### src/rtl/cffa_pkg.sv
// Package for the circular first-fit assignment block.
// Holds sizes, codes, state and struct types shared by all modules; no dependencies.
package cffa_pkg;

    localparam int MAX_MACHINES = 16;
    localparam int IDX_W        = $clog2(MAX_MACHINES);
    localparam int N_W          = $clog2(MAX_MACHINES + 1);
    localparam int AMT_W        = 24;
    localparam int CAP_W        = 32;
    localparam int CNT_W        = 16;
    localparam int ACT_W        = 5;
    localparam int OUT_IDX_W    = 4;

    localparam logic [ACT_W-1:0] ACTIVE_RESET = ACT_W'(16);
    localparam logic             ACTION_LOAD  = 1'b0;
    localparam logic             ACTION_JOB   = 1'b1;

    typedef enum logic [1:0] {
        ST_IDLE,
        ST_SCAN,
        ST_UPDATE
    } t_state;

    typedef struct packed {
        logic clear;
        logic step;
    } t_scan_ctl;

    typedef struct packed {
        logic                    cap_we;
        logic                    cnt_we;
        logic [IDX_W-1:0]        addr;
        logic signed [CAP_W-1:0] cap;
        logic [CNT_W-1:0]        cnt;
    } t_bank_wr;

endpackage

### src/rtl/cffa_bank.sv
// Per-machine capacity and job count registers with one shared read address.
// Depends on cffa_pkg.
module cffa_bank
    import cffa_pkg::*;
(
    input  logic                    i_clk,
    input  logic                    i_rst_n,
    input  t_bank_wr                i_wr,
    input  logic [IDX_W-1:0]        i_rd_addr,
    output logic signed [CAP_W-1:0] o_rd_cap,
    output logic [CNT_W-1:0]        o_rd_cnt
);

    logic signed [CAP_W-1:0] r_cap [MAX_MACHINES];
    logic [CNT_W-1:0]        r_cnt [MAX_MACHINES];

    always_ff @(posedge i_clk) begin
        if (!i_rst_n) begin
            for (int i = 0; i < MAX_MACHINES; i++) begin
                r_cap[i] <= '0;
                r_cnt[i] <= '0;
            end
        end else begin
            if (i_wr.cap_we) begin
                r_cap[i_wr.addr] <= i_wr.cap;
            end
            if (i_wr.cnt_we) begin
                r_cnt[i_wr.addr] <= i_wr.cnt;
            end
        end
    end

    assign o_rd_cap = r_cap[i_rd_addr];
    assign o_rd_cnt = r_cnt[i_rd_addr];

endmodule

### src/rtl/cffa_scan.sv
// Shared compare unit of the scan: fit test and running best-capacity tracker.
// Depends on cffa_pkg.
module cffa_scan
    import cffa_pkg::*;
(
    input  logic                    i_clk,
    input  logic                    i_rst_n,
    input  t_scan_ctl               i_ctl,
    input  logic [AMT_W-1:0]        i_amount,
    input  logic signed [CAP_W-1:0] i_cap,
    input  logic [IDX_W-1:0]        i_pos,
    output logic                    o_hit,
    output logic                    o_fit,
    output logic [IDX_W-1:0]        o_pick
);

    logic                    r_fit;
    logic                    r_first;
    logic signed [CAP_W-1:0] r_best;
    logic [IDX_W-1:0]        r_pick;
    logic signed [CAP_W:0]   amt_ext;
    logic signed [CAP_W:0]   cap_ext;

    assign amt_ext = $signed({{(CAP_W + 1 - AMT_W){1'b0}}, i_amount});
    assign cap_ext = $signed({i_cap[CAP_W-1], i_cap});
    assign o_hit   = (amt_ext <= cap_ext);

    always_ff @(posedge i_clk) begin
        if (!i_rst_n) begin
            r_fit   <= 1'b0;
            r_first <= 1'b1;
            r_pick  <= '0;
        end else if (i_ctl.clear) begin
            r_fit   <= 1'b0;
            r_first <= 1'b1;
        end else if (i_ctl.step) begin
            r_first <= 1'b0;
            if (o_hit) begin
                r_fit  <= 1'b1;
                r_pick <= i_pos;
            end else if (r_first || (i_cap > r_best)) begin
                r_pick <= i_pos;
            end
        end
    end

    always_ff @(posedge i_clk) begin
        if (i_ctl.step && (r_first || (i_cap > r_best))) begin
            r_best <= i_cap;
        end
    end

    assign o_fit  = r_fit;
    assign o_pick = r_pick;

endmodule

### src/rtl/circular_first_fit_assign.sv
// A job scans 1..active machines; its result is then registered in the update state.
// A new job or load is accepted only in idle, so jobs do not overlap; a load leaves it idle.
// The scan reads one machine per cycle; a stalled result holds the update of the next job.
// Synchronous active-low reset: capacities and counts zero, scan start 0, active count 16.
// Top level: sequencer, update arithmetic and output register; uses cffa_pkg,
// cffa_bank and cffa_scan.
module circular_first_fit_assign
    import cffa_pkg::*;
(
    input  logic                    i_clk,
    input  logic                    i_rst_n,
    input  logic                    i_cfg_we,
    input  logic [ACT_W-1:0]        i_cfg_data,
    input  logic                    i_in_valid,
    output logic                    o_in_stall,
    input  logic                    i_action,
    input  logic [3:0]              i_machine_index,
    input  logic [AMT_W-1:0]        i_amount,
    output logic                    o_out_valid,
    input  logic                    i_out_stall,
    output logic [OUT_IDX_W-1:0]    o_assigned_machine,
    output logic                    o_fitted,
    output logic signed [CAP_W-1:0] o_capacity_left,
    output logic [CNT_W-1:0]        o_jobs_on_machine
);

    t_state r_state, n_state;

    logic [ACT_W-1:0]        r_active;
    logic [IDX_W-1:0]        r_scan_start, n_scan_start;
    logic [AMT_W-1:0]        r_amount;
    logic [N_W-1:0]          r_n, n_n;
    logic [IDX_W-1:0]        r_pos, n_pos;
    logic [IDX_W-1:0]        r_iter, n_iter;
    logic                    r_out_valid, n_out_valid;
    logic [OUT_IDX_W-1:0]    r_out_idx;
    logic                    r_out_fit;
    logic signed [CAP_W-1:0] r_out_cap;
    logic [CNT_W-1:0]        r_out_cnt;

    logic                    in_accept;
    logic                    out_take;
    logic                    out_load;
    logic [N_W-1:0]          act_n;
    logic [N_W-1:0]          pos_inc;
    logic                    last_iter;
    logic [IDX_W-1:0]        rd_addr;
    logic signed [CAP_W-1:0] rd_cap;
    logic [CNT_W-1:0]        rd_cnt;
    logic signed [CAP_W:0]   diff;
    logic signed [CAP_W-1:0] left;
    logic [CNT_W-1:0]        cnt_inc;
    logic                    hit;
    logic                    fit;
    logic [IDX_W-1:0]        pick;
    t_scan_ctl               scan_ctl;
    t_bank_wr                bank_wr;

    cffa_bank u_bank (
        .i_clk     (i_clk),
        .i_rst_n   (i_rst_n),
        .i_wr      (bank_wr),
        .i_rd_addr (rd_addr),
        .o_rd_cap  (rd_cap),
        .o_rd_cnt  (rd_cnt)
    );

    cffa_scan u_scan (
        .i_clk    (i_clk),
        .i_rst_n  (i_rst_n),
        .i_ctl    (scan_ctl),
        .i_amount (r_amount),
        .i_cap    (rd_cap),
        .i_pos    (r_pos),
        .o_hit    (hit),
        .o_fit    (fit),
        .o_pick   (pick)
    );

    assign o_in_stall = (r_state != ST_IDLE);
    assign in_accept  = i_in_valid && !o_in_stall;
    assign out_take   = r_out_valid && !i_out_stall;

    always_comb begin
        if (r_active == '0) begin
            act_n = N_W'(1);
        end else if (int'(r_active) > MAX_MACHINES) begin
            act_n = N_W'(MAX_MACHINES);
        end else begin
            act_n = N_W'(r_active);
        end
    end

    assign pos_inc   = N_W'(r_pos) + N_W'(1);
    assign last_iter = (N_W'(r_iter) == (r_n - N_W'(1)));
    assign rd_addr   = (r_state == ST_UPDATE) ? pick : r_pos;

    assign diff    = $signed({rd_cap[CAP_W-1], rd_cap})
                   - $signed({{(CAP_W + 1 - AMT_W){1'b0}}, r_amount});
    assign left    = (diff[CAP_W] != diff[CAP_W-1]) ? {1'b1, {(CAP_W - 1){1'b0}}}
                                                     : diff[CAP_W-1:0];
    assign cnt_inc = (rd_cnt == '1) ? rd_cnt : rd_cnt + CNT_W'(1);

    always_ff @(posedge i_clk) begin
        if (!i_rst_n) begin
            r_state      <= ST_IDLE;
            r_active     <= ACTIVE_RESET;
            r_scan_start <= '0;
            r_n          <= N_W'(1);
            r_pos        <= '0;
            r_iter       <= '0;
            r_out_valid  <= 1'b0;
        end else begin
            r_state      <= n_state;
            r_scan_start <= n_scan_start;
            r_n          <= n_n;
            r_pos        <= n_pos;
            r_iter       <= n_iter;
            r_out_valid  <= n_out_valid;
            if (i_cfg_we) begin
                r_active <= i_cfg_data;
            end
        end
    end

    always_ff @(posedge i_clk) begin
        if (in_accept) begin
            r_amount <= i_amount;
        end
        if (out_load) begin
            r_out_idx <= OUT_IDX_W'(pick);
            r_out_fit <= fit;
            r_out_cap <= left;
            r_out_cnt <= cnt_inc;
        end
    end

    always_comb begin
        n_state        = r_state;
        n_scan_start   = r_scan_start;
        n_n            = r_n;
        n_pos          = r_pos;
        n_iter         = r_iter;
        n_out_valid    = r_out_valid && !out_take;
        out_load       = 1'b0;
        scan_ctl       = '0;
        bank_wr        = '0;
        bank_wr.addr   = pick;
        bank_wr.cap    = left;
        bank_wr.cnt    = cnt_inc;
        unique case (r_state)
            ST_IDLE: begin
                if (in_accept) begin
                    if (i_action == ACTION_JOB) begin
                        n_state        = ST_SCAN;
                        n_n            = act_n;
                        n_pos          = (N_W'(r_scan_start) < act_n) ? r_scan_start : '0;
                        n_iter         = '0;
                        scan_ctl.clear = 1'b1;
                    end else if (int'(i_machine_index) < MAX_MACHINES) begin
                        bank_wr.cap_we = 1'b1;
                        bank_wr.addr   = IDX_W'(i_machine_index);
                        bank_wr.cap    = $signed(CAP_W'(i_amount));
                    end
                end
            end
            ST_SCAN: begin
                scan_ctl.step = 1'b1;
                if (hit || last_iter) begin
                    n_state = ST_UPDATE;
                end else begin
                    n_pos  = (pos_inc == r_n) ? '0 : pos_inc[IDX_W-1:0];
                    n_iter = r_iter + IDX_W'(1);
                end
            end
            ST_UPDATE: begin
                if (!r_out_valid || !i_out_stall) begin
                    bank_wr.cap_we = 1'b1;
                    bank_wr.cnt_we = 1'b1;
                    out_load       = 1'b1;
                    n_out_valid    = 1'b1;
                    n_scan_start   = pick;
                    n_state        = ST_IDLE;
                end
            end
            default: begin
                n_state = ST_IDLE;
            end
        endcase
    end

    assign o_out_valid        = r_out_valid;
    assign o_assigned_machine = r_out_idx;
    assign o_fitted           = r_out_fit;
    assign o_capacity_left    = r_out_cap;
    assign o_jobs_on_machine  = r_out_cnt;

endmodule

### config.mk
export PLATFORM = sky130hd
export DESIGN_NAME = circular_first_fit_assign
export DESIGN_NICKNAME = d
export VERILOG_FILES = /design/src/rtl/cffa_pkg.sv /design/src/rtl/cffa_bank.sv /design/src/rtl/cffa_scan.sv /design/src/rtl/circular_first_fit_assign.sv
export SDC_FILE = /design/constraint.sdc
export NUM_CORES = 2
export LEC_CHECK = 0
export BUFFER_PORTS_ARGS = -buffer_cell sky130_fd_sc_hd__buf_2
export CAP_MARGIN = 10
export CORE_ASPECT_RATIO = 1.5
export CORE_MARGIN = 3
export CORE_UTILIZATION = 50
export DETAILED_ROUTE_END_ITERATION = 7
export GPL_TIMING_DRIVEN = 0
export PLACE_DENSITY = 0.66
export SETUP_SLACK_MARGIN = 0.5
export SYNTH_ARGS = -nofsm -noshare
export SYNTH_HDL_FRONTEND = slang
export SYNTH_SLANG_ARGS = --single-unit
### constraint.sdc
create_clock -name i_clk -period 8.65 [get_ports i_clk]
set_input_delay 0.865 -clock i_clk [delete_from_list [all_inputs] [get_ports i_clk]]
set_output_delay 0.865 -clock i_clk [all_outputs]
set_load 0.1 [all_outputs]
=== Word-level counts from Yosys, hierarchy flattened ===
Memories as Yosys holds them, arrays and structs flattened.
Index checks and enable logic that the tools add are counted.

* Flip-flop bits (word level): 140
* Memory bits (writable): 768
* Input bits: 39
* Output and inout port bits: 55
* Logic and storage cells: 116
* Memories kept: 2

* Add/subtract/negate cells: 5
* $lt $le $gt $ge: 4
* Equality and inequality tests: 11
* Muxes and demuxes: 51
* Bitwise logic cells: 2
* Reductions and logical operators: 25

{| class="wikitable"
|+ Memories
! name !! words !! bits a word !! rd ports !! clocked after Yosys merged registers in !! write ports !! RTL line !! RTL
|-
| u_bank.r_cap || 16 || 32 || 1 || 0 || 16 || cffa_bank.sv:14 || <nowiki>logic signed [CAP_W-1:0] r_cap [MAX_MACHINES];</nowiki>
|-
| u_bank.r_cnt || 16 || 16 || 1 || 0 || 16 || cffa_bank.sv:15 || <nowiki>logic [CNT_W-1:0] r_cnt [MAX_MACHINES];</nowiki>
|}

{| class="wikitable"
|+ Operators by type and width
! kind !! number
|-
| 2-to-1 mux 36 bit || 3
|-
| 2-to-1 mux 32 bit || 2
|-
| 2-to-1 mux 4 bit || 13
|-
| subtractor 32 x 25 -> 33 bit || 1
|-
| > comparator 32 bit || 1
|-
| <= comparator 25 x 32 -> 1 bit || 1
|-
| 2-to-1 mux 16 bit || 2
|-
| OR reduction 32 bit || 1
|-
| 2-to-1 mux 1 bit || 20
|-
| adder 16 x 1 -> 16 bit, second input constant || 1
|-
| == test 16 bit, second input constant || 1
|-
| case mux 4 bit (2 select lines) || 2
|-
| OR reduction 16 bit || 1
|-
| 2-to-1 mux 2 bit || 5
|-
| 2-to-1 mux 5 bit || 2
|-
| inequality test 2 bit, second input constant || 4
|-
| AND reduction 4 bit || 2
|-
| case mux 2 bit (3 select lines) || 1
|-
| AND reduction 3 bit || 2
|-
| nonzero test 2 bit || 3
|-
| adder 4 x 1 -> 5 bit, second input constant || 1
|-
| == test 4 x 5 -> 1 bit || 1
|-
| == test 5 bit || 1
|-
| > comparator 5 bit, second input constant || 1
|-
| 16 further kinds || 26
|}

=== Longest topological paths before layout ===
* Depth after elaboration: 10
* Gate-level depth with buffers: 29
* Depth with buffers taken out: 20

=== Cells and area by module ===
Synthesis repeated with hierarchy kept, for this count alone.

* Cell total of the unflattened synthesis: 3051
* Area total of the unflattened synthesis: 43264.0 µm²

{| class="wikitable"
|+ Modules (own cells, without submodules)
! module !! instances !! cells each !! area each (µm²) !! sequential area each (µm²)
|-
| cffa_bank || 1 || 2138 || 34267.9 || 23062.1
|-
| circular_first_fit_assign || 1 || 649 || 6298.5 || 2812.7
|-
| cffa_scan || 1 || 264 || 2697.6 || 1081.0
|}

=== Worst setup path after synthesis ===
No wires, ideal clock.

* Kind: reg2reg
* From: reg r_state[0]
* To: mem u_bank.r_cap[10][10] (data pin)
* Setup time: 0.266 ns
* Arrival: 6.642 ns
* Required time: 8.384 ns
* Path slack: 1.742 ns
* Cell stages (with the launch flop): 29
* Path buffers: 10
* Period minus slack after synthesis: 6.908 ns
* Cell sequence: dfxtp_1 > buf_4 > and3b_1 > a21o_1 > buf_2 > buf_4 > buf_4 > buf_1 > buf_2 > buf_2 > buf_2 > mux4_2 > nand2_1 > a31oi_1 > ha_1 > nor2b_1 > o21ai_0 > a21boi_0 > o21ai_0 > a21bo_2 > a21oi_1 > a221o_1 > o31a_1 > ha_1 > clkbuf_1 > nor3_1 > mux2i_1 > clkbuf_1 > nor2_1

{| class="wikitable"
|+ RTL lines
! item !! RTL line !! RTL
|-
| start: declaration || circular_first_fit_assign.sv:27 || <nowiki>t_state r_state, n_state;</nowiki>
|-
| start signal: assignment || circular_first_fit_assign.sv:114 || <nowiki>r_state <= n_state;</nowiki>
|-
| end: declaration || cffa_bank.sv:14 ||
|}

==> impl_metrics.env <==
export IMPL_slowest_stage="clkbuf_1"
export IMPL_synth_mux_area_fraction_pct=10.6
export IMPL_maxCapViolCount=0
export IMPL_yosysSeqAreaShare_pct=64.7
export IMPL_portBuffers=92
export IMPL_track_usage_pct=27.7
export IMPL_drtAntennaViolNets=0
export IMPL_antenna_found_initial=0
export IMPL_synth_main_ff_cell="edfxtp_1"
export IMPL_ctsHtreeMaxLevel=3
export IMPL_vias=27500
export IMPL_criticalPathCategory="flip-flop to flip-flop"
export IMPL_start_util_pct=50.5
export IMPL_drc=0
export IMPL_max_vdd_ir_drop_v=0.000180
export IMPL_cp_max_fo=10
export IMPL_yosys_area_top_type_share_pct=63.2
export IMPL_async_flop_share_pct=0
export IMPL_fmax_ghz=0.129
export IMPL_critical_path_arrival_ps=8160
export IMPL_synth_top_family_by_area="simple AND/OR/NAND/NOR gates"
export IMPL_start_kind="flip-flop"
export IMPL_min_period_ps=7770
export IMPL_first_iter_violations=2513
export IMPL_grt_max_degree=34
export IMPL_synth_most_common_cell="edfxtp_1"
export IMPL_wire_per_inst_um=26.2
export IMPL_ys_types=82
export IMPL_clkTransAtPathRegs_ps=60
export IMPL_viasPerCell=5.96
export IMPL_ys_ff_latch=908
export IMPL_synth_top_area_cell="edfxtp_1"
export IMPL_crit_required_ps=9040
export IMPL_worst_slew_pin_slew_ps=1130
export IMPL_slew_violations=0
export IMPL_grt_overflow=0
export IMPL_yosys_top_cells_area="edfxtp_1 63%, mux4_2 7.9%, nor2_1 7.4%"
export IMPL_grt_pass1_vias=28100
export IMPL_cts_buffers=86
export IMPL_skew_ps=33.3
export IMPL_syn_area_sq_um=41700
export IMPL_cts_hold_fix_buffers=0
export IMPL_dp_slack_ps=-1480
export IMPL_syn_to_final_growth_pct=13.4
export IMPL_synth_fa_ha_area_share_pct=1.97
export IMPL_total_power_mw=9.86
export IMPL_die_h_um=360
export IMPL_cts_sinks=908
export IMPL_timing_reg2reg_setup_slack_ps=880
export IMPL_grt_pass1_wl_um=178000
export IMPL_routed_wirelength_um=121000
export IMPL_die_area_sq_um=86900
export IMPL_power_density_nw_per_um2=209
export IMPL_ys_top_cells_by_count="877 x edfxtp_1, 822 x nor2_1, 252 x nand2_1"
export IMPL_clock_root_buffer="clkbuf_16"
export IMPL_row_count=129
export IMPL_cts_tree="yes"
export IMPL_fin_util_pct=57.3
export IMPL_nNetsFinal=3541
export IMPL_syn_nets=3323
export IMPL_finalHoldViolCount=0
export IMPL_setup_viol=0
export IMPL_synth_xor_area_share_pct=0.856
export IMPL_ys_warn_count=0
export IMPL_finalCritPeriodShare_pct=89.9
export IMPL_synth_simple_area_share_pct=13.3
export IMPL_syn_avg_cell_area_sq_um=12.9
export IMPL_relSlewSlack_pct=24.3
export IMPL_first_pass_iters=8
export IMPL_rsz0062_at_grt="false"
export IMPL_drive_gt1_share_pct=16.9
export IMPL_clkLatencyLatePin_ps=680
export IMPL_crit_top_cell="buf_6"
export IMPL_fill_cells=6761
export IMPL_synth_compound_area_share_pct=5.17
export IMPL_min_path_type="primary input to flip-flop"
export IMPL_status="finished clean"
export IMPL_p_leak_nw=17.0
export IMPL_setup_ws_ps=877
export IMPL_critPathMaxStageDelay_ps=600
export IMPL_clk_path_buf_depth=3
export IMPL_ios=94
export IMPL_fp_coreArea_sq_um=82500
export IMPL_worst_hold_slack_ps=388
export IMPL_die_w_um=242
export IMPL_synth_edff_count=877
export IMPL_gp_congestion=0.902
export IMPL_hpwlAfterDp_um=85800
export IMPL_syn_inst=3219
export IMPL_crit_path_end_kind="flip-flop"
-- per-stage QoR --
| stage | TNS, ps | instances | cell area, sq um |
|---|---|---|---|
| 3_3_place_gp | -2216970 | 4424 | 43500 |
| 2_1_floorplan | 0 | 3219 | 41700 |
| 3_5_place_dp | -502310 | 4442 | 43900 |
| 5_1_grt | 0 | 4612 | 47200 |
| 6_report | 0 | 4613 | 47200 |
| 4_1_cts | 0 | 4603 | 47100 |
-- cell families (layout without fill, tap and decap cells) --
kind of cell | count (synthesis) | after routing
XOR/XNOR | 39 | 39
AND/OR/NAND/NOR | 1322 | 1322
flip-flops | 908 | 908
adder cells (fa/ha/maj) | 65 | 65
multiplexers | 247 | 247
other | 0 | 1
AO/OA/AOI/OAI | 315 | 315
buffers and inverters | 323 | 603
-- layout make-up --
| class | count | area (sq um) | share of cell area (%) |
|---|---|---|---|
| sequential | 908 | 27000 | 57.1 |
| multi-input combinational | 1988 | 13700 | 28.9 |
| clock buffer | 104 | 2240 | 4.74 |
| tap | 1113 | 1390 | 2.95 |
| buffer | 214 | 1140 | 2.41 |
| timing repair buffer | 130 | 961 | 2.03 |
| clock inverter | 46 | 475 | 1.01 |
| inverter | 109 | 409 | 0.866 |
| antenna | 1 | 2.50 | 0.00530 |
-- sequential cells by signal, summed over array words and instances, names as in the netlist, 5 cells and up --
signal	count
o_capacity_left	32
o_jobs_on_machine	16
r_active	5
r_amount	24
r_n	5
u_bank.r_cap	512
u_bank.r_cnt	256
u_scan.r_best	32
-- where the power goes --
| group | total [mW] | switching (mW) | internal [mW] |
|---|---|---|---|
| clock network | 3.76 | 1.67 | 2.09 |
| registers | 5.03 | 0.0451 | 4.98 |
| logic | 1.08 | 0.770 | 0.313 |
-- worst max-delay path: cells and delay by family, from the launching register on --
| kind | cells | cell delay (ps) |
|---|---|---|
| DFF | 1 | 440 |
| AOI/OAI and AO/OA | 9 | 2280 |
| muxes | 2 | 560 |
| and+or+nand+nor | 5 | 750 |
| buffers and inverters | 10 | 2530 |
| adders and majority gates | 2 | 860 |
-- layout by cell type (no fill, tap or decap), types with 30 or more instances in the layout --
master	count
mux4_2	146
nand2_1	236
a31oi_1	33
inv_1	102
nor2_1	819
a21oi_1	50
o21ai_0	36
clkbuf_1	132
nor3_1	30
buf_2	121
buf_4	34
ha_1	63
mux2i_1	83
clkbuf_16	87
dfxtp_1	30
nand3_1	43
edfxtp_1	877
-- path summary, 6_finish.rpt --
check | depth (start not counted) | from | to
worst max-delay path | 28 | r_state[1]$_SDFFE_PN0P_ | u_bank.r_cap[9][1]$_SDFFCE_PN0P_
worst max register to register | 28 | r_state[1]$_SDFFE_PN0P_ | u_bank.r_cap[9][1]$_SDFFCE_PN0P_
worst min-delay path | 1 | i_amount[21] | r_amount[21]$_DFFE_PP_
worst min register to register | 0 | u_scan.o_pick[0]$_SDFFE_PN0P_ | o_assigned_machine[0]$_DFFE_PP_
-- per-layer routing --
metal  track usage, %  wire [um]  part of all wire (%)
met1             31.4      41800                    35
met3             3.26       7160                   5.9
met4             17.0       8540                   7.1
met5                0          0                     0
met2             50.0      63400                    52
-- repair_timing --
| action | in CTS | in global routing |
|---|---|---|
| setup buffers | 11 | 8 |
| pin swaps | 3 | 2 |
| gates resized for setup | 102 | 43 |
| setup endpoints to repair | 558 | 498 |
(Power assumes the default switching activity.)
